===== src/hw/rtl/i2cbs_pkg.sv =====
// Types, codes and step helpers shared by the I2C master bit sequencer.
package i2cbs_pkg;

  localparam int COUNT_WIDTH = 16;
  localparam int DELAY_WIDTH = 16;

  typedef enum logic [2:0] {
    OP_NONE  = 3'd0,
    OP_START = 3'd1,
    OP_STOP  = 3'd2,
    OP_WRITE = 3'd3,
    OP_READ  = 3'd4
  } op_t;

  typedef enum logic [3:0] {
    PH_IDLE,
    PH_ST_A, PH_ST_B,
    PH_SP_A, PH_SP_B,
    PH_WB_LOW, PH_WB_DATA, PH_WB_HIGH,
    PH_WA_LOW, PH_WA_HIGH, PH_WA_END,
    PH_RB_LOW, PH_RB_HIGH,
    PH_RA_LOW, PH_RA_HIGH, PH_RA_END
  } phase_t;

  typedef struct packed {
    logic [2:0] opcode;
    logic [7:0] data_byte;
    logic       master_nack;
    logic       sda_in;
  } item_t;

  typedef struct packed {
    logic       scl_out;
    logic       sda_out;
    logic       ready_res;
    logic       done_res;
    logic [7:0] rx_byte;
    logic       slave_nack;
  } res_t;

  typedef struct packed {
    phase_t     phase;
    logic [3:0] bit_count;
    logic [7:0] shift;
    logic       scl;
    logic       sda;
    logic [7:0] rx;
    logic       ack;
    logic       nack;
  } seq_state_t;

  // Move into a step and apply the line changes that open it.
  function automatic seq_state_t enter_step(seq_state_t s_in, phase_t ph);
    seq_state_t s;
    s = s_in;
    s.phase = ph;
    case (ph)
      PH_ST_A:    begin s.sda = 1'b1; s.scl = 1'b1; end
      PH_ST_B:    s.sda = 1'b0;
      PH_SP_A:    begin s.sda = 1'b0; s.scl = 1'b1; end
      PH_SP_B:    s.sda = 1'b1;
      PH_WB_LOW:  s.scl = 1'b0;
      PH_WB_DATA: begin
        s.sda = s.shift[7];
        s.shift = {s.shift[6:0], 1'b0};
      end
      PH_WB_HIGH: s.scl = 1'b1;
      PH_WA_LOW:  begin s.scl = 1'b0; s.sda = 1'b1; end
      PH_WA_HIGH: s.scl = 1'b1;
      PH_WA_END:  s.scl = 1'b0;
      PH_RB_LOW:  s.scl = 1'b0;
      PH_RB_HIGH: s.scl = 1'b1;
      PH_RA_LOW:  begin s.scl = 1'b0; s.sda = s.nack; end
      PH_RA_HIGH: s.scl = 1'b1;
      PH_RA_END:  s.scl = 1'b0;
      default:    s.phase = PH_IDLE;
    endcase
    return s;
  endfunction

endpackage


===== src/hw/rtl/i2cbs_in_if.sv =====
// Valid/ready channel carrying one tick item into the sequencer.
interface i2cbs_in_if;
  logic       valid;
  logic       ready;
  logic [2:0] opcode;
  logic [7:0] data_byte;
  logic       master_nack;
  logic       sda_in;

  modport source (output valid, output opcode, output data_byte, output master_nack,
                  output sda_in, input ready);
  modport sink (input valid, input opcode, input data_byte, input master_nack,
                input sda_in, output ready);
endinterface


===== src/hw/rtl/i2cbs_out_if.sv =====
// Valid/ready channel carrying one tick result out of the sequencer.
interface i2cbs_out_if;
  logic       valid;
  logic       ready;
  logic       scl_out;
  logic       sda_out;
  logic       ready_res;
  logic       done_res;
  logic [7:0] rx_byte;
  logic       slave_nack;

  modport source (output valid, output scl_out, output sda_out, output ready_res,
                  output done_res, output rx_byte, output slave_nack, input ready);
  modport sink (input valid, input scl_out, input sda_out, input ready_res,
                input done_res, input rx_byte, input slave_nack, output ready);
endinterface


===== src/hw/rtl/i2cbs_core.sv =====
// Bit sequencer state and per-tick step logic.
module i2cbs_core (
  input  logic                              clk,
  input  logic                              rst_n,
  input  logic                              adv,
  input  i2cbs_pkg::item_t                  item,
  input  logic [i2cbs_pkg::DELAY_WIDTH-1:0] delay,
  output i2cbs_pkg::res_t                   res
);
  import i2cbs_pkg::*;

  seq_state_t             st_r, st_nxt;
  logic [COUNT_WIDTH-1:0] wait_r, wait_nxt;

  always_comb begin
    seq_state_t             s;
    logic [COUNT_WIDTH-1:0] ld;
    logic [COUNT_WIDTH-1:0] wc;
    logic                   rdy;
    logic                   done;
    logic                   scl_now;
    logic                   sda_now;

    s    = st_r;
    wc   = wait_r;
    done = 1'b0;
    // a zero delay still spends one tick per wait
    ld   = (delay == '0) ? COUNT_WIDTH'(1) : COUNT_WIDTH'(delay);
    rdy  = (s.phase == PH_IDLE);

    if (rdy) begin
      case (op_t'(item.opcode))
        OP_START: begin
          s  = enter_step(s, PH_ST_A);
          wc = ld;
        end
        OP_STOP: begin
          s  = enter_step(s, PH_SP_A);
          wc = ld;
        end
        OP_WRITE: begin
          s.shift     = item.data_byte;
          s.bit_count = '0;
          s           = enter_step(s, PH_WB_LOW);
          wc          = ld;
        end
        OP_READ: begin
          s.sda       = 1'b1;
          s.shift     = '0;
          s.bit_count = '0;
          s.nack      = item.master_nack;
          s           = enter_step(s, PH_RB_LOW);
          wc          = ld;
        end
        default: ;
      endcase
    end

    scl_now = s.scl;
    sda_now = s.sda;

    if (s.phase != PH_IDLE) begin
      if (wc != '0) wc = wc - COUNT_WIDTH'(1);
      if (wc == '0) begin
        wc = ld;
        case (s.phase)
          PH_ST_A:    s = enter_step(s, PH_ST_B);
          PH_SP_A:    s = enter_step(s, PH_SP_B);
          PH_WB_LOW:  s = enter_step(s, PH_WB_DATA);
          PH_WB_DATA: s = enter_step(s, PH_WB_HIGH);
          PH_WB_HIGH: begin
            s.bit_count = s.bit_count + 4'd1;
            s = enter_step(s, (s.bit_count < 4'd8) ? PH_WB_LOW : PH_WA_LOW);
          end
          PH_WA_LOW:  s = enter_step(s, PH_WA_HIGH);
          PH_WA_HIGH: begin
            s.ack = item.sda_in;
            s     = enter_step(s, PH_WA_END);
          end
          PH_RB_LOW:  s = enter_step(s, PH_RB_HIGH);
          PH_RB_HIGH: begin
            // sample at the end of SCL high, MSB first
            s.shift     = {s.shift[6:0], item.sda_in};
            s.bit_count = s.bit_count + 4'd1;
            if (s.bit_count < 4'd8) begin
              s = enter_step(s, PH_RB_LOW);
            end else begin
              s.rx = s.shift;
              s    = enter_step(s, PH_RA_LOW);
            end
          end
          PH_RA_LOW:  s = enter_step(s, PH_RA_HIGH);
          PH_RA_HIGH: s = enter_step(s, PH_RA_END);
          default: begin
            s.phase = PH_IDLE;
            wc      = '0;
            done    = 1'b1;
          end
        endcase
      end
    end

    st_nxt         = s;
    wait_nxt       = wc;
    res.scl_out    = scl_now;
    res.sda_out    = sda_now;
    res.ready_res  = rdy;
    res.done_res   = done;
    res.rx_byte    = s.rx;
    res.slave_nack = s.ack;
  end

  always_ff @(posedge clk) begin
    if (!rst_n) begin
      st_r.phase     <= PH_IDLE;
      st_r.bit_count <= '0;
      st_r.shift     <= '0;
      st_r.scl       <= 1'b1;
      st_r.sda       <= 1'b1;
      st_r.rx        <= '0;
      st_r.ack       <= 1'b0;
      st_r.nack      <= 1'b0;
      wait_r         <= '0;
    end else if (adv) begin
      st_r   <= st_nxt;
      wait_r <= wait_nxt;
    end
  end

endmodule


===== src/hw/rtl/i2c_master_bit_sequencer.sv =====
// I2C master bit sequencer top level: tick channel, result channel, delay register.
//
//   channel | dir | handshake     | transaction
//   in_ch   | in  | valid/ready   | one bus tick: opcode, data_byte, master_nack, sda_in
//   out_ch  | out | valid/ready   | one tick result: scl/sda drive, ready, done, rx, nack
//   cfg     | in  | cfg_we        | delay_ticks write, 16 bits
//
// One tick per cycle while out_ch is not stalled: a tick passes an input register, then the step logic
// (one 16-bit counter decrement and compare) writes state and the result register.
// Result valid rises once the tick has passed from the input register into the result register.
// Reset (synchronous, rst_n low) idles the sequencer with both lines released
// and delay_ticks at 10. A stalled out_ch holds the result register and the
// input register, and in_ch.ready drops once both are full.
module i2c_master_bit_sequencer (
  input  logic                              clk,
  input  logic                              rst_n,
  i2cbs_in_if.sink                          in_ch,
  i2cbs_out_if.source                       out_ch,
  input  logic                              cfg_we,
  input  logic [i2cbs_pkg::DELAY_WIDTH-1:0] cfg_wdata
);
  import i2cbs_pkg::*;

  logic [DELAY_WIDTH-1:0] delay_r;
  logic                   s1_valid_r, s1_valid_nxt;
  item_t                  s1_item_r;
  logic                   out_valid_r, out_valid_nxt;
  res_t                   out_res_r;
  res_t                   step_res;
  logic                   out_free;
  logic                   adv;
  logic                   in_take;

  assign out_free    = !out_valid_r || out_ch.ready;
  assign adv         = s1_valid_r && out_free;
  assign in_ch.ready = !s1_valid_r || adv;
  assign in_take     = in_ch.valid && in_ch.ready;

  i2cbs_core u_core (
    .clk   (clk),
    .rst_n (rst_n),
    .adv   (adv),
    .item  (s1_item_r),
    .delay (delay_r),
    .res   (step_res)
  );

  always_comb begin
    s1_valid_nxt = s1_valid_r;
    if (in_take) begin
      s1_valid_nxt = 1'b1;
    end else if (adv) begin
      s1_valid_nxt = 1'b0;
    end
    out_valid_nxt = out_valid_r;
    if (adv) begin
      out_valid_nxt = 1'b1;
    end else if (out_ch.ready) begin
      out_valid_nxt = 1'b0;
    end
  end

  always_ff @(posedge clk) begin
    if (!rst_n) begin
      delay_r     <= DELAY_WIDTH'(10);
      s1_valid_r  <= 1'b0;
      out_valid_r <= 1'b0;
    end else begin
      if (cfg_we) delay_r <= cfg_wdata;
      s1_valid_r  <= s1_valid_nxt;
      out_valid_r <= out_valid_nxt;
    end
  end

  always_ff @(posedge clk) begin
    if (in_take) begin
      s1_item_r.opcode      <= in_ch.opcode;
      s1_item_r.data_byte   <= in_ch.data_byte;
      s1_item_r.master_nack <= in_ch.master_nack;
      s1_item_r.sda_in      <= in_ch.sda_in;
    end
    if (adv) out_res_r <= step_res;
  end

  assign out_ch.valid      = out_valid_r;
  assign out_ch.scl_out    = out_res_r.scl_out;
  assign out_ch.sda_out    = out_res_r.sda_out;
  assign out_ch.ready_res  = out_res_r.ready_res;
  assign out_ch.done_res   = out_res_r.done_res;
  assign out_ch.rx_byte    = out_res_r.rx_byte;
  assign out_ch.slave_nack = out_res_r.slave_nack;

endmodule

===== src/flat_wrapper.sv =====
// flat-port wrapper written by rule: the top's interface ports become plain ports
module i2c_master_bit_sequencer_flat import i2cbs_pkg::*;
  (clk, rst_n, cfg_we, cfg_wdata, in_ch_valid, in_ch_opcode, in_ch_data_byte, in_ch_master_nack, in_ch_sda_in, in_ch_ready, out_ch_valid, out_ch_scl_out, out_ch_sda_out, out_ch_ready_res, out_ch_done_res, out_ch_rx_byte, out_ch_slave_nack, out_ch_ready);
  i2cbs_in_if in_ch_i ();
  i2cbs_out_if out_ch_i ();
  input  logic clk;
  input  logic rst_n;
  input  logic cfg_we;
  input  logic [i2cbs_pkg::DELAY_WIDTH-1:0] cfg_wdata;
  input wire logic [$bits(in_ch_i.valid)-1:0] in_ch_valid;
  input wire logic [$bits(in_ch_i.opcode)-1:0] in_ch_opcode;
  input wire logic [$bits(in_ch_i.data_byte)-1:0] in_ch_data_byte;
  input wire logic [$bits(in_ch_i.master_nack)-1:0] in_ch_master_nack;
  input wire logic [$bits(in_ch_i.sda_in)-1:0] in_ch_sda_in;
  output wire logic [$bits(in_ch_i.ready)-1:0] in_ch_ready;
  output wire logic [$bits(out_ch_i.valid)-1:0] out_ch_valid;
  output wire logic [$bits(out_ch_i.scl_out)-1:0] out_ch_scl_out;
  output wire logic [$bits(out_ch_i.sda_out)-1:0] out_ch_sda_out;
  output wire logic [$bits(out_ch_i.ready_res)-1:0] out_ch_ready_res;
  output wire logic [$bits(out_ch_i.done_res)-1:0] out_ch_done_res;
  output wire logic [$bits(out_ch_i.rx_byte)-1:0] out_ch_rx_byte;
  output wire logic [$bits(out_ch_i.slave_nack)-1:0] out_ch_slave_nack;
  input wire logic [$bits(out_ch_i.ready)-1:0] out_ch_ready;
  assign in_ch_i.valid = in_ch_valid;
  assign in_ch_i.opcode = in_ch_opcode;
  assign in_ch_i.data_byte = in_ch_data_byte;
  assign in_ch_i.master_nack = in_ch_master_nack;
  assign in_ch_i.sda_in = in_ch_sda_in;
  assign in_ch_ready = in_ch_i.ready;
  assign out_ch_valid = out_ch_i.valid;
  assign out_ch_scl_out = out_ch_i.scl_out;
  assign out_ch_sda_out = out_ch_i.sda_out;
  assign out_ch_ready_res = out_ch_i.ready_res;
  assign out_ch_done_res = out_ch_i.done_res;
  assign out_ch_rx_byte = out_ch_i.rx_byte;
  assign out_ch_slave_nack = out_ch_i.slave_nack;
  assign out_ch_i.ready = out_ch_ready;
  i2c_master_bit_sequencer u_core (.clk(clk), .rst_n(rst_n), .in_ch(in_ch_i), .out_ch(out_ch_i), .cfg_we(cfg_we), .cfg_wdata(cfg_wdata));
endmodule

===== config.mk =====
export PLATFORM = sky130hd
export DESIGN_NAME = i2c_master_bit_sequencer_flat
export DESIGN_NICKNAME = d
export VERILOG_FILES = /design/src/hw/rtl/i2cbs_pkg.sv /design/src/hw/rtl/i2cbs_in_if.sv /design/src/hw/rtl/i2cbs_out_if.sv /design/src/hw/rtl/i2cbs_core.sv /design/src/hw/rtl/i2c_master_bit_sequencer.sv /design/src/flat_wrapper.sv
export SDC_FILE = /design/constraint.sdc
export NUM_CORES = 1
export LEC_CHECK = 0
export ABC_AREA = 1
export BUFFER_PORTS_ARGS = -buffer_cell sky130_fd_sc_hd__buf_2
export CAP_MARGIN = 30
export CORE_ASPECT_RATIO = 2
export CORE_MARGIN = 2
export CORE_UTILIZATION = 40
export CTS_CLUSTER_SIZE = 8
export DETAILED_ROUTE_END_ITERATION = 10
export SLEW_MARGIN = 25
export SYNTH_ARGS = -nofsm -noshare
export SYNTH_HDL_FRONTEND = slang
export SYNTH_SLANG_ARGS = --single-unit

===== constraint.sdc =====
create_clock -name clk -period 3.4 [get_ports clk]
set_input_delay 0.51 -clock clk [delete_from_list [all_inputs] [get_ports clk]]
set_output_delay 0.51 -clock clk [all_outputs]
set_load 0.02 [all_outputs]

-- Yosys cells after proc, flatten, opt, wreduce, memory -nomap -nowiden
Cells that the tools add are included.
- register bits after elaboration: 88
- output and inout bits: 15
- $add $sub $neg: 2
- order comparisons: 1
- equal/unequal tests: 30
- multiplexer cells: 25
- reduce and logical (&&, ||, !) cells: 22
- operator list (operator ; number):
    24-bit case mux with 8 select lines ; 1
    16-bit 2-to-1 mux ; 8
    28-bit case mux with 4 select lines ; 1
    28-bit 2-to-1 mux ; 3
    4-bit == test (second input constant) ; 14
    4-bit case mux with 11 select lines ; 1
    16-bit logical NOT ; 2
    4-bit by 3-bit == test with 1-bit output (second input constant) ; 7
    27-bit 2-to-1 mux ; 1
    16-bit nonzero test ; 1
    16-bit by 1-bit subtractor with 16-bit output (second input constant) ; 1
    15-bit OR reduction ; 1
    4-bit by 2-bit == test with 1-bit output (second input constant) ; 3
    6-bit OR reduction ; 2
    11-bit OR reduction ; 1
    4-bit by 1-bit == test with 1-bit output (second input constant) ; 2
    4-bit 2-to-1 mux ; 2
    8-bit 2-to-1 mux ; 1
    4-bit OR reduction ; 2
    3-bit by 2-bit == test with 1-bit output (second input constant) ; 2
    1-bit 2-to-1 mux ; 5
    4-bit by 1-bit adder with 4-bit output (second input constant) ; 1
    4-bit logical NOT ; 1
    4-bit less-than comparator (second input constant) ; 1
    other kinds (12) ; 16

-- Logic depth before layout (Yosys ltp)
Gate-level depths: netlist (run 1).
- depth after elaboration: 12
- gate-level depth with buffers: 27
- mapped depth without buffers: 24

-- Cells and area by module
From an unflattened synthesis (run 1), not the netlist that was laid out.
- cells, all modules: 1049
- area total of the unflattened synthesis: 6656.4 um^2
- by module, submodules not included (module ; times used ; cells each ; area an instance (um^2) ; seq. area each (um^2)):
    i2cbs_core ; 1 ; 942 ; 5237.5 ; 880.8
    i2c_master_bit_sequencer ; 1 ; 107 ; 1418.9 ; 1141.1

-- Worst setup path after synthesis (run 1)
Ideal clock, no wire load.
- path type: reg2reg
- start: register u_core.s1_item_r[10] in the netlist's numbering
- end: register u_core.u_core.st_r[14] in the netlist's numbering
- data arrival time: 2971 ps
- required time: 3291 ps
- setup slack: 320 ps
- cell stages (with the launch flop): 26
- path buffers: 4
- cells stage by stage: edfxtp_1 > nor2_1 > nand2_1 > nand3_2 > nand2_4 > buf_4 > nand2_1 > nand2_2 > inv_1 > ha_1 > nand3_1 > nor2_4 > nand2_1 > inv_2 > nand2_4 > buf_6 > nand2_1 > nand2_2 > nor2_8 > nand3_2 > buf_6 > buf_2 > nand2_1 > nand3_1 > nand2_1 > inv_1
- cells in the longest elaborated chain, start to end: 11
- ends and longest elaborated chain (item ; RTL line ; text):
    start: declaration ; i2c_master_bit_sequencer.sv:26 ; item_t s1_item_r;
    3-bit == test (tied with other cells) ; i2cbs_core.sv:32 ; case (op_t'(item.opcode))
    28-bit case mux with 4 select lines ; i2cbs_core.sv:32 ;
    28-bit 2-to-1 mux ; i2cbs_core.sv:31 ; if (rdy) begin
    4-bit by 1-bit adder with 4-bit output ; i2cbs_core.sv:72 ; s.bit_count = s.bit_count + 4'd1;
    4-bit less-than comparator ; i2cbs_core.sv:73 ; s = enter_step(s, (s.bit_count < 4'd8) ? PH_WB_LOW : PH_WA_LOW);
    4-bit 2-to-1 mux ; i2cbs_core.sv:73 ;
    4-bit by 3-bit == test with 1-bit output ; i2cbs_pkg.sv:57 ; case (ph)
    8-bit 2-to-1 mux ; i2cbs_pkg.sv:57 ;
    24-bit case mux with 8 select lines ; i2cbs_core.sv:66 ; case (s.phase)
    28-bit 2-to-1 mux ; i2cbs_core.sv:64 ; if (wc == '0) begin
    28-bit 2-to-1 mux (*) ; i2cbs_core.sv:62 ; if (s.phase != PH_IDLE) begin
    end signal: assignment ; i2cbs_core.sv:125 ; st_r <= st_nxt;
    end: declaration ; i2cbs_core.sv:12 ; seq_state_t st_r, st_nxt;
Every way passes the cells marked *; elsewhere a longest branch is shown, timed or not. The select of a mux whose other input is x is not followed.
A chain may end at the register's enable or synchronous reset.

-- Final worst setup path (run 1)
- start: register u_core.u_core.st_r[24] in the netlist's numbering
- end: register u_core.u_core.st_r[19] in the netlist's numbering
- cells in the longest elaborated chain, start to end: 10
- ends and longest elaborated chain (item ; RTL line ; text):
    4-bit logical NOT ; i2cbs_core.sv:29 ; rdy = (s.phase == PH_IDLE);
    28-bit 2-to-1 mux ; i2cbs_core.sv:31 ;
    4-bit by 1-bit adder with 4-bit output ; i2cbs_core.sv:72 ;
    4-bit less-than comparator ; i2cbs_core.sv:73 ;
    4-bit 2-to-1 mux ; i2cbs_core.sv:73 ;
    4-bit by 3-bit == test with 1-bit output ; i2cbs_pkg.sv:57 ;
    8-bit 2-to-1 mux ; i2cbs_pkg.sv:57 ;
    24-bit case mux with 8 select lines ; i2cbs_core.sv:66 ;
    28-bit 2-to-1 mux ; i2cbs_core.sv:64 ;
    28-bit 2-to-1 mux (*) ; i2cbs_core.sv:62 ;
Marked as above.

==> metrics.txt, run 1 <==
outcome completed; 1st-pass router iterations 5; TritonCTS buffer count 9; Core ar. about 16000 µm²; Worst path top cell family by delay simple AND/OR/NAND/NOR gates; Max Root-Sink Buffers 2; R2R setup slack between 0.07 and 0.08 ns; number of synthesized flops with an enable pin 26; Final GP Congestion 1.02; global-route wire length before repair approximately 38 mm; Synth area leaders dfxtp_1 19%, nand2_1 17%, edfxtp_1 12%, inv_1 6.9%, a21oi_1 6.8%; Max Fclk 0.301 GHz; initial antenna violation count 1; CP Max Fanout 16; CP Capture Point u_core.u_core.st_r[19]$_SDFFE_PN0P_; Crit. End Element register; Total Routed Length 24.6 mm; remaining antenna violation count 0; area leader, netlist dfxtp_1; sequential power share 34.6%; Internal 0.00214 W; final clock skew 0.00753 ns; I/O pin count 49; CP startpoint kind register; Post-route DRC 0; reg2reg end u_core.u_core.st_r[19]$_SDFFE_PN0P_; Area growth, synth to finish 18.2%; Max Cap Viol 0; top-count cell post-synth nand2_1; Tcrit/Tclk final 97.6%; crit-path cells nor2_2 -> nand2_2 -> clkinv_4 -> buf_4 -> nand3_1 -> nand2_2 -> ha_4 -> nand3_2 -> nor2_4 -> nand2_2 -> inv_2 -> nand2_8 -> o21ai_0 -> nand3_1 -> nor2_4 -> nand3_4 -> buf_12 -> buf_4 -> nand2_1 -> nand3_1 -> nand2_1 -> inv_1; H-tree depth 3; cells after synthesis roughly 1k; Detailed Place HPWL about 18 mm; Final Hold Fails 0; Post-Syn Area 6470 µm²; crit path buf inv count 6; initial core utilization 41.0%; Die Ht between 150 and 200 µm; Worst-path clk slew 0.07 ns; Critical Path Start u_core.u_core.st_r[24]$_SDFFE_PN0P_; clock latency on the worst-skew pair approximately 0.35 ns; Die W 94.0 µm; Tightest Pin Transition slightly below 0.7 ns; critical path type reg2reg; Reg2Reg Depth 22; PortBufs 48; crit path DAT around 3.6 ns; post-synthesis sequential area ratio 31.2%; Vias/cell 5.63; async set-reset flop share out of synthesis 0%; critical path's slowest cell dfxtp_1; Setup WS pre-CTS -0.106 ns; clock power share between 20% and 30%; relative slew slack 54.6%; syn_area_per_cell 6.35 µm²; die area 17300 µm²; HP Class in2reg; syn_nets 1055; Synth top area share 19.2%; Yosys cell types 41; Power, Total 0.00349 W; Rows between 60 and 70; Min Hold Slack ~0.33 ns; min-delay src in_ch_data_byte[5]; critical path depth 22; fraction of layout cells with a size suffix above 1 18.8%; worst r2r src u_core.u_core.st_r[24]$_SDFFE_PN0P_; clk root buf clkbuf_16; top cells by count, synth 288 x nand2_1, 119 x inv_1, 88 x a21oi_1; Leakage 3.56 nW; data required time at the worst endpoint 3.66 ns; gr usage total 29.5%; combinational power share 36.2%; CTS tree yes; largest net degree at the start of global routing 32; sw power around 0.0013 W; DR vias 7323; vias in the first global route 7284; Period minus WS final about 3.3 ns; DRT iter0 DRCs ~370; GRT overflow 0; P per Cell Area 456 nW/µm²; Final Slew Violations 0; Worst path max stage delay 0.34 ns; Num Clock Sinks 88; Ant. Diodes 0; Sw Share roughly two fifths; setup TNS 0 ns; final setup violating endpoints 0; ys flop type dfxtp_1; Synth Register Bits 88; synth warn 0; VDD IR max 223 µV; CTS Hold Bufs 0; Final WS setup 0.0800 ns; DR WL/cell 18.9 µm; Layout Nets 1130
-- layout make-up --
class                           count  area (µm²)
Fill cell                        1707        8120
Inverter                          128         502
Clock inverter                      6        66.3
Sequential cell                    88        2020
Tap cell                          201         251
Multi-Input combinational cell    754        3810
Timing Repair Buffer              113         774
Clock buffer                       10         229
-- timing repair --
action,in CTS,in global routing
endpoints found under the setup margin,36,53
endpoints found under the hold margin,0,0
setup buffers,0,7
pin swaps,0,5
cloned,0,1
gates resized for setup,2,40
-- cells by family after synthesis --
| group | Yosys count | share of synthesized area [%] |
|---|---|---|
| AOI/OAI and AO/OA | 232 | 20.5 |
| xor gates and xnor gates | 4 | 0.541 |
| adders and majority gates | 2 | 0.386 |
| buffers and inverters | 177 | 11.7 |
| DFF | 88 | 31.2 |
| and+or+nand+nor | 516 | 35.6 |
-- stage by stage --
step                      area, µm²  cells  util, %
after detailed placement       7140   1275     45.3
after floorplan                6470   1019        -
after global placement         7140   1275     45.3
after global routing           7650   1300     48.5
after CTS                      7450   1291     47.2
final                          7650   1300     48.5
-- per-layer routing --
layer  share of wire, %  wire, µm  GRT usage [%]  up-vias
li1                   -         -              -     3528
met1                 31      7680           26.0     3382
met2                 53     13100           54.6      271
met3                4.5      1100           5.45      142
met4                 11      2650           25.9        0
met5                  0         0              0        -
-- state kept, by name, indices dropped and copies added (netlist names), 8 cells and up --
signal,flops
u_core.u_core.st_r,28
u_core.delay_r,16
u_core.u_core.wait_r,16
u_core.s1_item_r,13
u_core.out_ch.rx_byte,8
-- power by group through the flow --
stage / Combinational [W] / Clock [W] / Sequential [W]
global route: 0.00139 / 0.00108 / 0.00121
finish: 0.00126 / 0.00102 / 0.00121
CTS: 0.00120 / 0.00104 / 0.00120
detailed placement: 0.00119 / 0 / 0.00123
global placement: 0.00120 / 0 / 0.00123
floorplan: 0.000768 / 0 / 0.00122
-- placed cells by master (no fill, tap or decap), types with 3 or more instances in the layout --
cell type,n
nand2_1,275
o2111ai_1,9
nand3_2,7
o22ai_1,10
a22oi_1,5
o21ai_1,16
o221ai_1,9
nor2_1,80
nand3b_1,3
clkinv_1,3
inv_2,6
buf_2,48
buf_4,61
o21ai_0,72
a21oi_1,88
nand2_2,40
nor2_2,6
edfxtp_1,26
dfxtp_1,60
a221oi_1,10
xor2_1,4
a21boi_0,4
nand4_1,28
nand3_4,3
inv_1,117
clkbuf_16,10
nand3_1,61
o21a_1,3
nor2_4,7
-- how the worst min path moves through the flow --
stage,endpoint,cells after the start
after global routing,u_core.s1_item_r[4]$_DFFE_PP_,1
after floorplan,u_core.u_core.st_r[10]$_SDFFE_PN1P_,2
after detailed placement,u_core.u_core.wait_r[1]$_SDFFE_PN0P_,2
after CTS,u_core.s1_item_r[4]$_DFFE_PP_,1
after global placement,u_core.u_core.wait_r[4]$_SDFFE_PN0P_,2
final,u_core.s1_item_r[7]$_DFFE_PP_,1
Note: power is estimated with default switching activity, not from simulation.
==> run 2: changes to the inputs <==
==> constraint.sdc (replaced) <==
create_clock -name clk -period 3.4 [get_ports clk]
set_input_delay 0.17 -clock clk [delete_from_list [all_inputs] [get_ports clk]]
set_output_delay 0.17 -clock clk [all_outputs]
set_load 0.02 [all_outputs]
==> run 2 against run 1 <==
  * Clock power barely moved
  * First-iteration DRC count rose by 4.7%
  * Critical path depth did not move
  * Fmax up 2.8%
  * Non-clock buffer count grew 1
  * Clock-buffer cell count down 1
  * Worst hold slack lost 0.31 ns
  * Critical endpoint is now u_core.u_core.wait_r[11]$_SDFFE_PN0P_
==> metrics.txt, run 2 (synthesis gave the netlist of run 1 again) <==
Fill cells ~1.7k; Vias/cell 5.57; DRT iter0 DRCs 382; grt met2 use 54.3%; outcome completed; largest net degree at the start of global routing 55; CP startpoint kind register; Period minus WS final between 3 and 4 ns; setup TNS 0 ns; P per Cell Area 457 nW/µm²; die area 17300 µm²; Area growth, synth to finish 18.3%; CP Max Fanout 16; Die W 94.0 µm; Worst-path clk slew ~0.070 ns; VDD IR max 301 µV; RSZ-0062 raised after global routing yes; Rows 65; 1st-pass router iterations 5; Max Root-Sink Buffers 2; Leakage roughly 3.6 nW; PortBufs 48; initial antenna violation count 0; Post-route DRC 0; DR vias 7244; Worst path max stage delay 0.38 ns; Final Hold Fails 0; gr usage total 29.0%; Num Clock Sinks slightly below 90; Ant. Diodes 0; critical path's slowest cell edfxtp_1; Placed Area 7130 µm²; Crit. End Element register; most frequent cells in the layout 278 x nand2_1, 118 x inv_1, 88 x a21oi_1; Tcrit/Tclk final 95.0%; TritonCTS buffer count 9; GR met3 Demand/Resource 5.21%; final setup violating endpoints 0; crit-path cells inv_1 -> nand2_2 -> inv_1 -> nand3_2 -> nand2_2 -> nand2_1 -> nand2_2 -> inv_1 -> ha_2 -> nand3_1 -> nor2_4 -> nand2_1 -> inv_2 -> nand2_4 -> nand2_1 -> nand2_2 -> nor2_8 -> buf_4 -> nand4_1 -> nand3_2 -> nand2_1 -> a21oi_1; Die Ht 184 µm; fraction of layout cells with a size suffix above 1 18.0%; crit path buf inv count 5; CTS tree yes; busiest grt layer met2; global-route wire length before repair 37.4 mm; initial core utilization between 40% and 50%; relative slew slack 40.0%; Detailed Place HPWL roughly 18 mm; Max Cap Viol 0; Biggest register u_core.u_core.st_r; number of flip-flops in the largest register 28; Tightest Pin Transition about 0.9 ns; Final GP Congestion 1.01; I/O pin count 49; Regs by FF count u_core.u_core.st_r x28, u_core.delay_r x16, u_core.u_core.wait_r x16; clock latency on the worst-skew pair between 0.3 and 0.4 ns; commonest non-fill, non-tap cell in the layout nand2_1; DR WL/cell 18.8 µm; post-layout instance area 7660 µm²; clk root buf clkbuf_16; Max Fclk 0.310 GHz; vias in the first global route ~7.0k; data required time at the worst endpoint 3.68 ns; critical path type reg2reg; HP Class in2reg; Layout Nets 1131; final clock skew 0.00789 ns; Core ar. 15800 µm²; final core utilization 48.5%; met1 Use GR 25.9%; Power, Total 0.00350 W; placed cells 1271; Cell Count, Final, Fillers Out 1301; H-tree depth 3; GRT overflow 0; remaining antenna violation count 0; Final Slew Violations 0; Worst path top cell family by delay simple AND/OR/NAND/NOR gates; crit path DAT 3.51 ns; Total Routed Length 24.4 mm
[run 2: cell count changes in the layout (fill, tap and decap cells not counted), sizes merged]
cell,previous run,this run
dlygate4sd3,0,11
buf,112,103
clkbuf,11,9
inv,126,128
clkinv,7,6
[run 2: metal layers]
metal / part of all wire [%] / vias to the layer above / wire length [µm]
li1: - / 3530 / -
met1: 32 / 3367 / 7810
met2: 55 / 245 / 13400
met3: 4.1 / 102 / 999
met4: 9.3 / 0 / 2270
met5: 0 / - / 0
[run 2: stage by stage]
stage / hold slack (ns) / setup slack [ns]
finish: 0.0123 / 0.172
global placement: 0.346 / -0.0654
detailed placement: 0.348 / -0.0330
global route: 0.00551 / -0.0270
CTS: 0.00719 / 0.0553
floorplan: 0.269 / 0.320
[run 2: what timing repair did]
action | in CTS | in global routing
setup buffers | 0 | 2
setup endpoints to repair | 3 | 47
hold endpoints to repair | 11 | 0
hold buffers | 11 | 0
resized for setup | 2 | 29
pin swaps | 0 | 5
[run 2: path summary, 6_finish.rpt]
| path | from | end | slack (ns) | cells after the start |
|---|---|---|---|---|
| worst max-delay path | u_core.s1_item_r[12]$_DFFE_PP_ | u_core.u_core.wait_r[11]$_SDFFE_PN0P_ | 0.17 | 22 |
| worst min-delay path | in_ch_opcode[1] | u_core.s1_item_r[11]$_DFFE_PP_ | 0.01 | 1 |
| worst max register to register | u_core.s1_item_r[12]$_DFFE_PP_ | u_core.u_core.wait_r[11]$_SDFFE_PN0P_ | 0.17 | 22 |
| worst min register to register | u_core.u_core.wait_r[1]$_SDFFE_PN0P_ | u_core.u_core.wait_r[1]$_SDFFE_PN0P_ | 0.47 | 2 |
[run 2: cell type report]
class / count / area [µm²] / area share [%]
well taps: 201 / 251 / 3.28
multi-input cells: 754 / 3770 / 49.3
flip-flops and latches: 88 / 2030 / 26.4
inverters: 128 / 490 / 6.40
clock inverters: 7 / 76.3 / 0.996
repair buffers: 114 / 816 / 10.7
clock buffers: 9 / 225 / 2.94
[run 2: where the power goes]
group	leakage (nW)	total, W	internal [W]	switching (W)
logic	2.67	0.00125	0.000400	0.000846
clock network	0.151	0.00105	0.000578	0.000472
registers	0.762	0.00120	0.00115	0.0000509
